--- src/lla_pkg.sv ---
// Package for the lookaside line allocator: field widths, codes and state types.
// No dependencies; used by every other file of the block.
`timescale 1ns / 1ps

package lla_pkg;

	localparam int KEY_W      = 16;
	localparam int LINE_OUT_W = 8;
	localparam int STAT_W     = 3;
	localparam int DEF_LINES  = 16;

	localparam logic [KEY_W-1:0] KERNEL_KEY = 16'd1;

	typedef enum logic [STAT_W-1:0] {
		ST_HIT      = 3'd0,
		ST_ALLOC    = 3'd1,
		ST_INVAL    = 3'd2,
		ST_INV_MISS = 3'd3,
		ST_KERN_ERR = 3'd4
	} status_t;

	typedef enum logic {
		KIND_STORE = 1'b0,
		KIND_INVAL = 1'b1
	} kind_t;

	typedef enum logic {
		BUF_MODE = 1'b0,
		BUF_PERM = 1'b1
	} buf_t;

	typedef enum logic [1:0] {
		S_IDLE,
		S_CMP,
		S_RES
	} state_t;

endpackage

--- src/lla_if.sv ---
// Request and response channel interfaces of the lookaside line allocator.
// Depends on lla_pkg.
`timescale 1ns / 1ps

interface lla_req_if import lla_pkg::*; ();
	logic             valid;
	logic             ready;
	logic             kind;
	logic             which_buffer;
	logic [KEY_W-1:0] key;

	modport source (output valid, kind, which_buffer, key, input ready);
	modport sink   (input valid, kind, which_buffer, key, output ready);
endinterface

interface lla_rsp_if import lla_pkg::*; ();
	logic                  valid;
	logic                  ready;
	logic [LINE_OUT_W-1:0] line;
	logic                  writes_line;
	logic [STAT_W-1:0]     status;

	modport source (output valid, line, writes_line, status, input ready);
	modport sink   (input valid, line, writes_line, status, output ready);
endinterface

--- src/lla_tag_mem.sv ---
// Tag memory: one row per buffer holding all line tags, registered read port.
// Depends on lla_pkg.
`timescale 1ns / 1ps

module lla_tag_mem import lla_pkg::*; #(
	parameter int LINES = DEF_LINES
) (
	input  logic                          clk,
	input  logic                          rd_en,
	input  logic                          rd_addr,
	output logic [LINES-2:0][KEY_W-1:0]   rd_row,
	input  logic                          wr_en,
	input  logic                          wr_addr,
	input  logic [LINES-2:0][KEY_W-1:0]   wr_row
);

	logic [LINES-2:0][KEY_W-1:0] mem_q [2];
	logic [LINES-2:0][KEY_W-1:0] rd_row_q;

	always_ff @(posedge clk) begin
		if (wr_en) begin
			mem_q[wr_addr] <= wr_row;
		end
		if (rd_en) begin
			rd_row_q <= mem_q[rd_addr];
		end
	end

	assign rd_row = rd_row_q;

endmodule

--- src/lla_match.sv ---
// Tag compare stage and lowest-line priority encoder.
// Depends on lla_pkg.
`timescale 1ns / 1ps

module lla_match import lla_pkg::*; #(
	parameter int LINES = DEF_LINES
) (
	input  logic                          clk,
	input  logic                          cmp_en,
	input  logic [LINES-2:0][KEY_W-1:0]   tags,
	input  logic [LINES-2:0]              vld,
	input  logic [KEY_W-1:0]              key,
	output logic [LINES-2:0]              match,
	output logic                          hit,
	output logic [$clog2(LINES)-1:0]      hit_line
);

	localparam int ENTRIES = LINES - 1;
	localparam int LINE_W  = $clog2(LINES);

	logic [ENTRIES-1:0] match_q;
	logic [ENTRIES-1:0] eq;

	always_comb begin
		for (int i = 0; i < ENTRIES; i++) begin
			eq[i] = vld[i] && (tags[i] == key);
		end
	end

	always_ff @(posedge clk) begin
		if (cmp_en) begin
			match_q <= eq;
		end
	end

	// lowest matching line wins
	always_comb begin
		hit_line = '0;
		for (int i = ENTRIES - 1; i >= 0; i--) begin
			if (match_q[i]) begin
				hit_line = LINE_W'(i + 1);
			end
		end
	end

	assign hit   = |match_q;
	assign match = match_q;

endmodule

--- src/lookaside_line_allocator.sv ---
// Lookaside line allocator: tag tables of the mode and permission buffers.
// Each request passes the tag row read, the compare register, then write-back with the
// response register; a new request is taken only once the last one's response is
// registered, and an untaken response blocks input.
// Reset clears valid bits and sets both round-robin pointers to line 1; tags are not cleared.
`timescale 1ns / 1ps

module lookaside_line_allocator import lla_pkg::*; #(
	parameter int LINES = DEF_LINES
) (
	input  logic       clk,
	input  logic       arst_n,
	lla_req_if.sink    req,
	lla_rsp_if.source  rsp
);

	localparam int ENTRIES = LINES - 1;
	localparam int LINE_W  = $clog2(LINES);
	localparam int ENT_W   = $clog2(ENTRIES);

	state_t state_q, state_d;

	logic             kind_s1;
	logic             buf_s1;
	logic [KEY_W-1:0] key_s1;

	logic [ENTRIES-1:0] vld_q [2];
	logic [LINE_W-1:0]  ptr_q [2];

	logic                  rsp_valid_q;
	logic [LINE_OUT_W-1:0] rsp_line_q;
	logic                  rsp_wl_q;
	status_t               rsp_status_q;

	logic                        acc;
	logic                        cmp_en;
	logic                        res_go;
	logic [ENTRIES-1:0][KEY_W-1:0] rd_row;
	logic [ENTRIES-1:0][KEY_W-1:0] wr_row;
	logic [ENTRIES-1:0]          match;
	logic                        hit;
	logic [LINE_W-1:0]           hit_line;

	logic              kern;
	logic [LINE_W-1:0] ptr_cur;
	logic [LINE_W-1:0] alloc_line;
	logic [LINE_W-1:0] ptr_nxt;
	logic [ENT_W-1:0]  alloc_idx;
	logic [ENT_W-1:0]  hit_idx;
	logic              do_alloc;
	logic              do_clear;
	logic [LINE_W-1:0] res_line;
	logic              res_wl;
	status_t           res_status;

	assign acc = req.valid && req.ready;

	lla_tag_mem #(.LINES(LINES)) u_mem (
		.clk     (clk),
		.rd_en   (acc),
		.rd_addr (req.which_buffer),
		.rd_row  (rd_row),
		.wr_en   (do_alloc),
		.wr_addr (buf_s1),
		.wr_row  (wr_row)
	);

	lla_match #(.LINES(LINES)) u_match (
		.clk      (clk),
		.cmp_en   (cmp_en),
		.tags     (rd_row),
		.vld      (vld_q[buf_s1]),
		.key      (key_s1),
		.match    (match),
		.hit      (hit),
		.hit_line (hit_line)
	);

	always_comb begin
		state_d = state_q;
		unique case (state_q)
			S_IDLE: begin
				if (acc) state_d = S_CMP;
			end
			S_CMP: begin
				state_d = S_RES;
			end
			S_RES: begin
				if (res_go) state_d = S_IDLE;
			end
			default: begin
				state_d = S_IDLE;
			end
		endcase
	end

	always_comb begin
		req.ready = (state_q == S_IDLE);
		cmp_en    = (state_q == S_CMP);
		res_go    = (state_q == S_RES) && (!rsp_valid_q || rsp.ready);
	end

	always_comb begin
		kern       = (buf_t'(buf_s1) == BUF_MODE) && (key_s1 == KERNEL_KEY);
		ptr_cur    = ptr_q[buf_s1];
		alloc_line = (ptr_cur == '0) ? LINE_W'(1) : ptr_cur;
		ptr_nxt    = (alloc_line == LINE_W'(LINES - 1)) ? LINE_W'(1) : alloc_line + LINE_W'(1);
		alloc_idx  = ENT_W'(alloc_line - LINE_W'(1));
		hit_idx    = ENT_W'(hit_line - LINE_W'(1));
		wr_row            = rd_row;
		wr_row[alloc_idx] = key_s1;

		do_alloc   = 1'b0;
		do_clear   = 1'b0;
		res_line   = '0;
		res_wl     = 1'b0;
		res_status = ST_HIT;
		priority if (kern) begin
			res_wl     = (kind_t'(kind_s1) == KIND_STORE);
			res_status = (kind_t'(kind_s1) == KIND_STORE) ? ST_HIT : ST_KERN_ERR;
		end else if (kind_t'(kind_s1) == KIND_STORE) begin
			res_wl = 1'b1;
			if (hit) begin
				res_line   = hit_line;
				res_status = ST_HIT;
			end else begin
				res_line   = alloc_line;
				res_status = ST_ALLOC;
				do_alloc   = res_go;
			end
		end else begin
			if (hit) begin
				res_line   = hit_line;
				res_wl     = 1'b1;
				res_status = ST_INVAL;
				do_clear   = res_go;
			end else begin
				res_status = ST_INV_MISS;
			end
		end
	end

	always_ff @(posedge clk or negedge arst_n) begin
		if (!arst_n) begin
			state_q     <= S_IDLE;
			rsp_valid_q <= 1'b0;
			vld_q[0]    <= '0;
			vld_q[1]    <= '0;
			ptr_q[0]    <= LINE_W'(1);
			ptr_q[1]    <= LINE_W'(1);
		end else begin
			state_q <= state_d;
			if (res_go) begin
				rsp_valid_q <= 1'b1;
			end else if (rsp.ready) begin
				rsp_valid_q <= 1'b0;
			end
			if (do_alloc) begin
				vld_q[buf_s1][alloc_idx] <= 1'b1;
				ptr_q[buf_s1]            <= ptr_nxt;
			end
			if (do_clear) begin
				vld_q[buf_s1][hit_idx] <= 1'b0;
			end
		end
	end

	always_ff @(posedge clk) begin
		if (acc) begin
			kind_s1 <= req.kind;
			buf_s1  <= req.which_buffer;
			key_s1  <= req.key;
		end
		if (res_go) begin
			rsp_line_q   <= LINE_OUT_W'(res_line);
			rsp_wl_q     <= res_wl;
			rsp_status_q <= res_status;
		end
	end

	assign rsp.valid       = rsp_valid_q;
	assign rsp.line        = rsp_line_q;
	assign rsp.writes_line = rsp_wl_q;
	assign rsp.status      = rsp_status_q;

`ifndef NO_ASSERTIONS
	a_accept_to_cmp: assert property (@(posedge clk) disable iff (!arst_n)
		acc |=> (state_q == S_CMP))
		else $error("accepted item did not enter compare");

	a_ptr_nonzero: assert property (@(posedge clk) disable iff (!arst_n)
		(ptr_q[0] != '0) && (ptr_q[1] != '0))
		else $error("round-robin pointer is zero");

	a_single_match: assert property (@(posedge clk) disable iff (!arst_n)
		(state_q == S_RES) |-> $onehot0(match))
		else $error("several lines hold the same tag");

	a_hit_keeps_ptr: assert property (@(posedge clk) disable iff (!arst_n)
		(res_go && hit) |=> ($stable(ptr_q[0]) && $stable(ptr_q[1])))
		else $error("pointer moved on a hit");
`endif

endmodule
--- src/flat_wrapper.sv ---
// flat-port wrapper written by rule: the top's interface ports become plain ports
module lookaside_line_allocator_flat import lla_pkg::*;
#(
	parameter int LINES = DEF_LINES
)
  (clk, arst_n, req_valid, req_kind, req_which_buffer, req_key, req_ready, rsp_valid, rsp_line, rsp_writes_line, rsp_status, rsp_ready);
  lla_req_if req_i ();
  lla_rsp_if rsp_i ();
  input  logic clk;
  input  logic arst_n;
  input wire logic [$bits(req_i.valid)-1:0] req_valid;
  input wire logic [$bits(req_i.kind)-1:0] req_kind;
  input wire logic [$bits(req_i.which_buffer)-1:0] req_which_buffer;
  input wire logic [$bits(req_i.key)-1:0] req_key;
  output wire logic [$bits(req_i.ready)-1:0] req_ready;
  output wire logic [$bits(rsp_i.valid)-1:0] rsp_valid;
  output wire logic [$bits(rsp_i.line)-1:0] rsp_line;
  output wire logic [$bits(rsp_i.writes_line)-1:0] rsp_writes_line;
  output wire logic [$bits(rsp_i.status)-1:0] rsp_status;
  input wire logic [$bits(rsp_i.ready)-1:0] rsp_ready;
  assign req_i.valid = req_valid;
  assign req_i.kind = req_kind;
  assign req_i.which_buffer = req_which_buffer;
  assign req_i.key = req_key;
  assign req_ready = req_i.ready;
  assign rsp_valid = rsp_i.valid;
  assign rsp_line = rsp_i.line;
  assign rsp_writes_line = rsp_i.writes_line;
  assign rsp_status = rsp_i.status;
  assign rsp_i.ready = rsp_ready;
  lookaside_line_allocator #(.LINES(LINES)) u_core (.clk(clk), .arst_n(arst_n), .req(req_i), .rsp(rsp_i));
endmodule
--- config.mk ---
export PLATFORM = sky130hd
export DESIGN_NAME = lookaside_line_allocator_flat
export DESIGN_NICKNAME = d
export VERILOG_FILES = /design/src/lla_pkg.sv /design/src/lla_if.sv /design/src/lla_tag_mem.sv /design/src/lla_match.sv /design/src/lookaside_line_allocator.sv /design/src/flat_wrapper.sv
export SDC_FILE = /design/constraint.sdc
export NUM_CORES = 1
export LEC_CHECK = 0
export ABC_AREA = 1
export BUFFER_PORTS_ARGS = -buffer_cell sky130_fd_sc_hd__buf_2
export CORE_UTILIZATION = 50
export DETAILED_ROUTE_END_ITERATION = 8
export PLACE_DENSITY = 0.65
export SLEW_MARGIN = 20
export SYNTH_ARGS = -nofsm -noshare
export SYNTH_HDL_FRONTEND = slang
export SYNTH_SLANG_ARGS = --single-unit
--- constraint.sdc ---
create_clock -name clk -period 52.3 [get_ports clk]
set_clock_uncertainty 0.2 [all_clocks]
set_input_delay 5.23 -clock clk [delete_from_list [all_inputs] [get_ports clk]]
set_output_delay 5.23 -clock clk [all_outputs]
set_load 0.1 [all_outputs]
Yosys cells after proc, flatten, opt, wreduce, memory -nomap -nowiden

Memory sizes are Yosys's and may differ from the RTL's. A register that Yosys moved wholly into a read port is not among the register bits.
Cells that the tools add are included.

Multiplexer cells: 63
$lt $le $gt $ge: 6
Reduce and logical (&&, ||, !) cells: 28
Bitwise gates (word level): 6
Eq/ne operators: 21
Add/sub/neg operators: 3

Operator list:

| kind                | number |
|---|---|
| $bwmux 240          | 1 |
| $eq 16x16->1        | 15 |
| $mux 4              | 24 |
| $mux 15             | 5 |
| $demux 16 s4        | 1 |
| $mux 30             | 2 |
| $and 30x30->30      | 1 |
| $demux 15 s1        | 2 |
| $not 30->30         | 1 |
| $or 30x30->30       | 1 |
| $logic_and 1x1->1   | 21 |
| $mux 1              | 17 |
| $eq 16x1->1 const B | 1 |
| $mux 16             | 1 |
| $reduce_or 15->1    | 1 |
| $lt 4x5->1 const B  | 2 |
| $mux 3              | 3 |
| $bwmux 8            | 1 |
| $demux 1 s4         | 2 |
| $ge 4x1->1 const B  | 2 |
| $sub 4x1->4 const B | 2 |
| $pmux 2 s3          | 1 |
| $add 4x1->4 const B | 1 |
| $demux 4 s1         | 1 |
| 16 further kinds    | 18 |

Register bits: 82
Input port bits: 22
Memory bits (writable): 480
Memories kept: 1
Output and inout port bits: 14
Word-level logic and storage cells: 141

Memories:

| memory             | words | width | rd ports | clocked after memory_dff | write ports | RTL line          | source |
|---|---|---|---|---|---|---|---|
| u_core.u_mem.mem_q | 2     | 240   | 1        | 1                        | 1           | lla_tag_mem.sv:17 | `logic [LINES-2:0][KEY_W-1:0] mem_q [2];` |

Longest topological paths before layout

Word-level depth: 25
Gate-level depth with buffers: 19
Mapped depth without buffers: 19

Cells and area by module

Synthesis repeated with hierarchy kept, for this count alone.

Cell total of the unflattened synthesis: 3054
Area total of the unflattened synthesis: 34410.5 µm²

By module, submodules not included:

| module                   | instances | area an instance (µm²) | cells each | seq. area each (µm²) |
|---|---|---|---|---|
| lla_tag_mem              | 1         | 24716.2                | 1498       | 21620.7 |
| lookaside_line_allocator | 1         | 6092.1                 | 998        | 1809.2 |
| lla_match                | 1         | 3602.2                 | 558        | 450.4 |

Worst setup path before layout

OpenSTA, ideal clock, no wires.

Kind: input-to-reg
Start: input req_valid
End: register u_core.buf_s1 (enable)
Setup time: 1244 ps
Data arrival time: 23570 ps
Setup slack: 27286 ps
Cell stages on the path: 1
Buffers on the path: 0
Data required time: 50856 ps
Cells stage by stage: nor3b_1

Cells in the longest elaborated chain, start to end: 1

Ends and longest elaborated chain:

| what                   | RTL line                        | source |
|---|---|---|
| start: declaration     | flat_wrapper.sv:11              | `input wire logic [$bits(req_i.valid)-1:0] req_valid;` |
| $logic_and 1x1->1      | lookaside_line_allocator.sv:56  | `assign acc = req.valid && req.ready;` |
| end signal: assignment | lookaside_line_allocator.sv:171 | `buf_s1 <= req.which_buffer;` |
| end: declaration       | lookaside_line_allocator.sv:24  | `logic buf_s1;` |

Every way passes these cells.
A chain may end at the register's enable or synchronous reset.

Worst setup path after layout

Start: input rsp_ready
End: memory u_core.u_mem.mem_q[1][129] in the netlist's numbering (enable)

Cells in the longest elaborated chain, start to end: 7

Ends and longest elaborated chain:

| what                         | RTL line                        | source |
|---|---|---|
| start: declaration           | flat_wrapper.sv:20              | `input wire logic [$bits(rsp_i.ready)-1:0] rsp_ready;` |
| $logic_or 1x1->1             | lookaside_line_allocator.sv:100 | `res_go = (state_q == S_RES) && (!rsp_valid_q \|\| rsp.ready);` |
| $logic_and 1x1->1            | lookaside_line_allocator.sv:100 |  |
| net u_core.res_go            | lookaside_line_allocator.sv:37  | `logic res_go;` |
| $mux 1                       | lookaside_line_allocator.sv:123 | `if (hit) begin` |
| $mux 1                       | lookaside_line_allocator.sv:121 | `end else if (kind_t'(kind_s1) == KIND_STORE) begin` |
| $mux 1                       | lookaside_line_allocator.sv:118 | `priority if (kern) begin` |
| $mux 1                       | lla_tag_mem.sv:21               | `if (wr_en) begin` |
| $mux 1 (implied by the code) | lla_tag_mem.sv:22               | `mem_q[wr_addr] <= wr_row;` |
| end: declaration             | lla_tag_mem.sv:17               |  |

The timed path passes the listed nets, and every way through them passes these cells.

==> flow_metrics.tcl <==
set metrics [dict create \
    status "completed" \
    avgViaCountPerCell 5.921 \
    grt_pass1_vias 20390 \
    start_util_pct 50.91 \
    routed-via-count 20410 \
    yosysSeqAreaShare_pct 70.72 \
    cts_root_buf "clkbuf_16" \
    nets 2542 \
    remaining_drc_errors 0 \
    postCtsSetupBuffers 0 \
    powerDensity_nw_per_um2 41.37 \
    core-area_sq_um 66330 \
    clk_latency_ps 630 \
    die_w_um 261.9 \
    cts_tree "built" \
    drt_first_pass_iters 6 \
    p_leak_nw 13.12 \
    cts.path.max_buffers 3 \
    timing.fmax_mhz 119.7 \
    grt-ovfl-total 0 \
    drt_iter0_drc 2334 \
    h-tree-depth 3 \
    io_pins 36 \
    hold_viol_final 0 \
    yosys_register_bits 802 \
    gp_congestion 0.8915 \
    num-fill-cells 5336 \
    diodes 0 \
    syn_avg_cell_area_sq_um 13.55 \
    min_path_type "flip-flop to flip-flop" \
    die_area_sq_um 68580 \
    synth_cells 2493 \
    dp_hpwl_um 46700 \
    clk_pin_slew_worst_paths_ps 60 \
    drive_gt1_share_pct 18.27 \
    synth-edff-count 761 \
    worstPathRequired_ps 52340 \
    path_class "input pin to flip-flop" \
    start_kind "input pin" \
    cts_hold_buf 0 \
    syn_to_final_growth_pct 10.83 \
    final_cells 3447 \
    final-setup-viol-count 0 \
    crit_path_end_kind "flip-flop" \
    synth_ff_type "edfxtp_1" \
    yosysWarnings 0 \
    ys_async_sr_fraction_pct 5.112 \
    ys_types 44 \
    rows 94 \
    grt_setup_unrepaired "no" \
    max_slew_margin_pct 27.68 \
    fp.dieH_um 261.9 \
    cts_resized 0 \
    slowest_stage "nor2_1" \
    period_needed_ps 8356 \
    drt_wl_total_um 84150 \
    ant_nets 0 \
    tightest_slew_ps 1082 \
    port_buffers 31 \
    grt_max_degree 145 \
    cts.sinks 802 \
    layout_common_cells "edfxtp_1, nand2_1, mux2_2" \
    arrival_ps 8400 \
    grt_antenna_before_repair 3 \
    finalCritPeriodShare_pct 15.98 \
    critPathMaxFanout 144 \
    dpl.cell_count 3297 \
    slowest_delay_ps 800 \
    track_usage_pct 24.95 \
    max-vdd-ir-drop_mv 0.02130 \
    fin_tns_setup_ps 0 \
    final_common_cell "edfxtp_1" \
    total_power_mw 1.548 \
    cts_buffers 82 \
    wl_per_cell_um 24.41 \
    cap_violations 0 \
    syn_area_sq_um 33770 \
    slew_violations 0 \
    grt_pass1_wl_um 126000 \
    cp_cell_sequence "buf_2, nor2_1, nor2_1, nand2_1, inv_1, nand2_1, inv_8, buf_12" \
]
[report_power, final]
part / total, mW / leakage [nW] / internal, mW / switching, mW
Combinational: 0.196 / 4.33 / 0.0491 / 0.147
Clock: 0.573 / 1.26 / 0.334 / 0.239
Sequential: 0.779 / 7.52 / 0.758 / 0.0214
Total: 1.55 / 13.1 / 1.14 / 0.407
[final cells by class]
type | instances | area [sq um] | share of cell area (%)
Clock buffer | 110 | 2241 | 5.988
Clock inverter | 39 | 357.8 | 0.9561
Inverter | 178 | 675.6 | 1.805
Multi-Input combinational cell | 1373 | 8622 | 23.04
Sequential cell | 802 | 23880 | 63.81
Tap cell | 864 | 1081 | 2.888
Timing Repair Buffer | 81 | 568.0 | 1.518
[final timing paths]
check	slack [ps]	to	depth (start not counted)	from
min reg2reg	290	u_core.ptr_q[7]	2	u_core.ptr_q[7]
max in group asynchronous	47050	u_core.rsp.valid	1	arst_n
max	43940	u_core.u_mem.mem_q[1][129]	8	rsp_ready
min in group asynchronous	4430	u_core.vld_q[24]	1	arst_n
min	290	u_core.ptr_q[7]	2	u_core.ptr_q[7]
max reg2reg	47160	u_core.u_mem.mem_q[1][129]	13	u_core.key_s1[9]
[critical path, delay by kind of cell]
| kind | cells | cell delay [ps] |
|---|---|---|
| buffers and inverters | 4 | 1580 |
| AND/OR/NAND/NOR | 4 | 1380 |
[Yosys cell counts, types with 22 or more instances]
| cell type | instances | share of area, % |
|---|---|---|
| o21ai_1 | 40 | 0.59 |
| nor4_1 | 36 | 0.67 |
| mux2_2 | 240 | 8.0 |
| inv_1 | 164 | 1.8 |
| nand4_1 | 22 | 0.41 |
| o22ai_1 | 76 | 1.4 |
| clkbuf_1 | 98 | 1.1 |
| nor2_1 | 94 | 1.0 |
| dfrtp_1 | 39 | 2.9 |
| edfxtp_1 | 761 | 68 |
| a21oi_1 | 32 | 0.47 |
| nand3_1 | 26 | 0.39 |
| o21ai_0 | 225 | 3.3 |
| xor2_1 | 70 | 1.8 |
| a221oi_1 | 39 | 1.0 |
| nand2_1 | 386 | 4.3 |
[stage by stage]
step / hold slack, ps / cell area [sq um] / setup slack, ps / utilization (%)
floorplan: 245.5 / 33780 / 27290 / -
global placement: 270.7 / 34800 / 43370 / 52.47
detailed placement: 276.5 / 34800 / 43230 / 52.47
CTS: 292.6 / 37400 / 43890 / 56.38
global route: 310.7 / 37430 / 43630 / 56.42
finish: 287.7 / 37430 / 43940 / 56.42
[state kept, by name (all words and copies together), names as in the netlist]
register and count:
u_core.rsp.valid 1, u_core.ptr_q 8, u_core.key_s1 16, u_core.rsp.writes_line 1, u_core.rsp.line 4, u_core.buf_s1 1, u_core.state_q 2, u_core.rsp.status 3
u_core.kind_s1 1, u_core.vld_q 30, u_core.u_match.match 15, u_core.u_mem.mem_q 480, u_core.u_mem.rd_row 240
[layer usage]
| metal | wire [um] | share of wire, % | track usage, % |
|---|---|---|---|
| met3 | 6412 | 7.6 | 4.022 |
| met5 | 13 | 0.015 | 0 |
| met2 | 40340 | 48 | 40.99 |
| met4 | 2031 | 2.4 | 7.913 |
| met1 | 35350 | 42 | 34.16 |
[cells by family (layout without fill, tap and decap cells)]
kind of cell	Yosys count	in the layout	synth area share, %
compound gates	440	440	7.492
simple gates	596	596	7.481
other cells	1	4	0.01110
flops	802	802	70.72
buf+inv	321	408	3.831
fa+ha+maj	2	2	0.07409
mux	243	243	8.092
xor+xnor	88	88	2.305
Power figures use the tool's default switching activity.
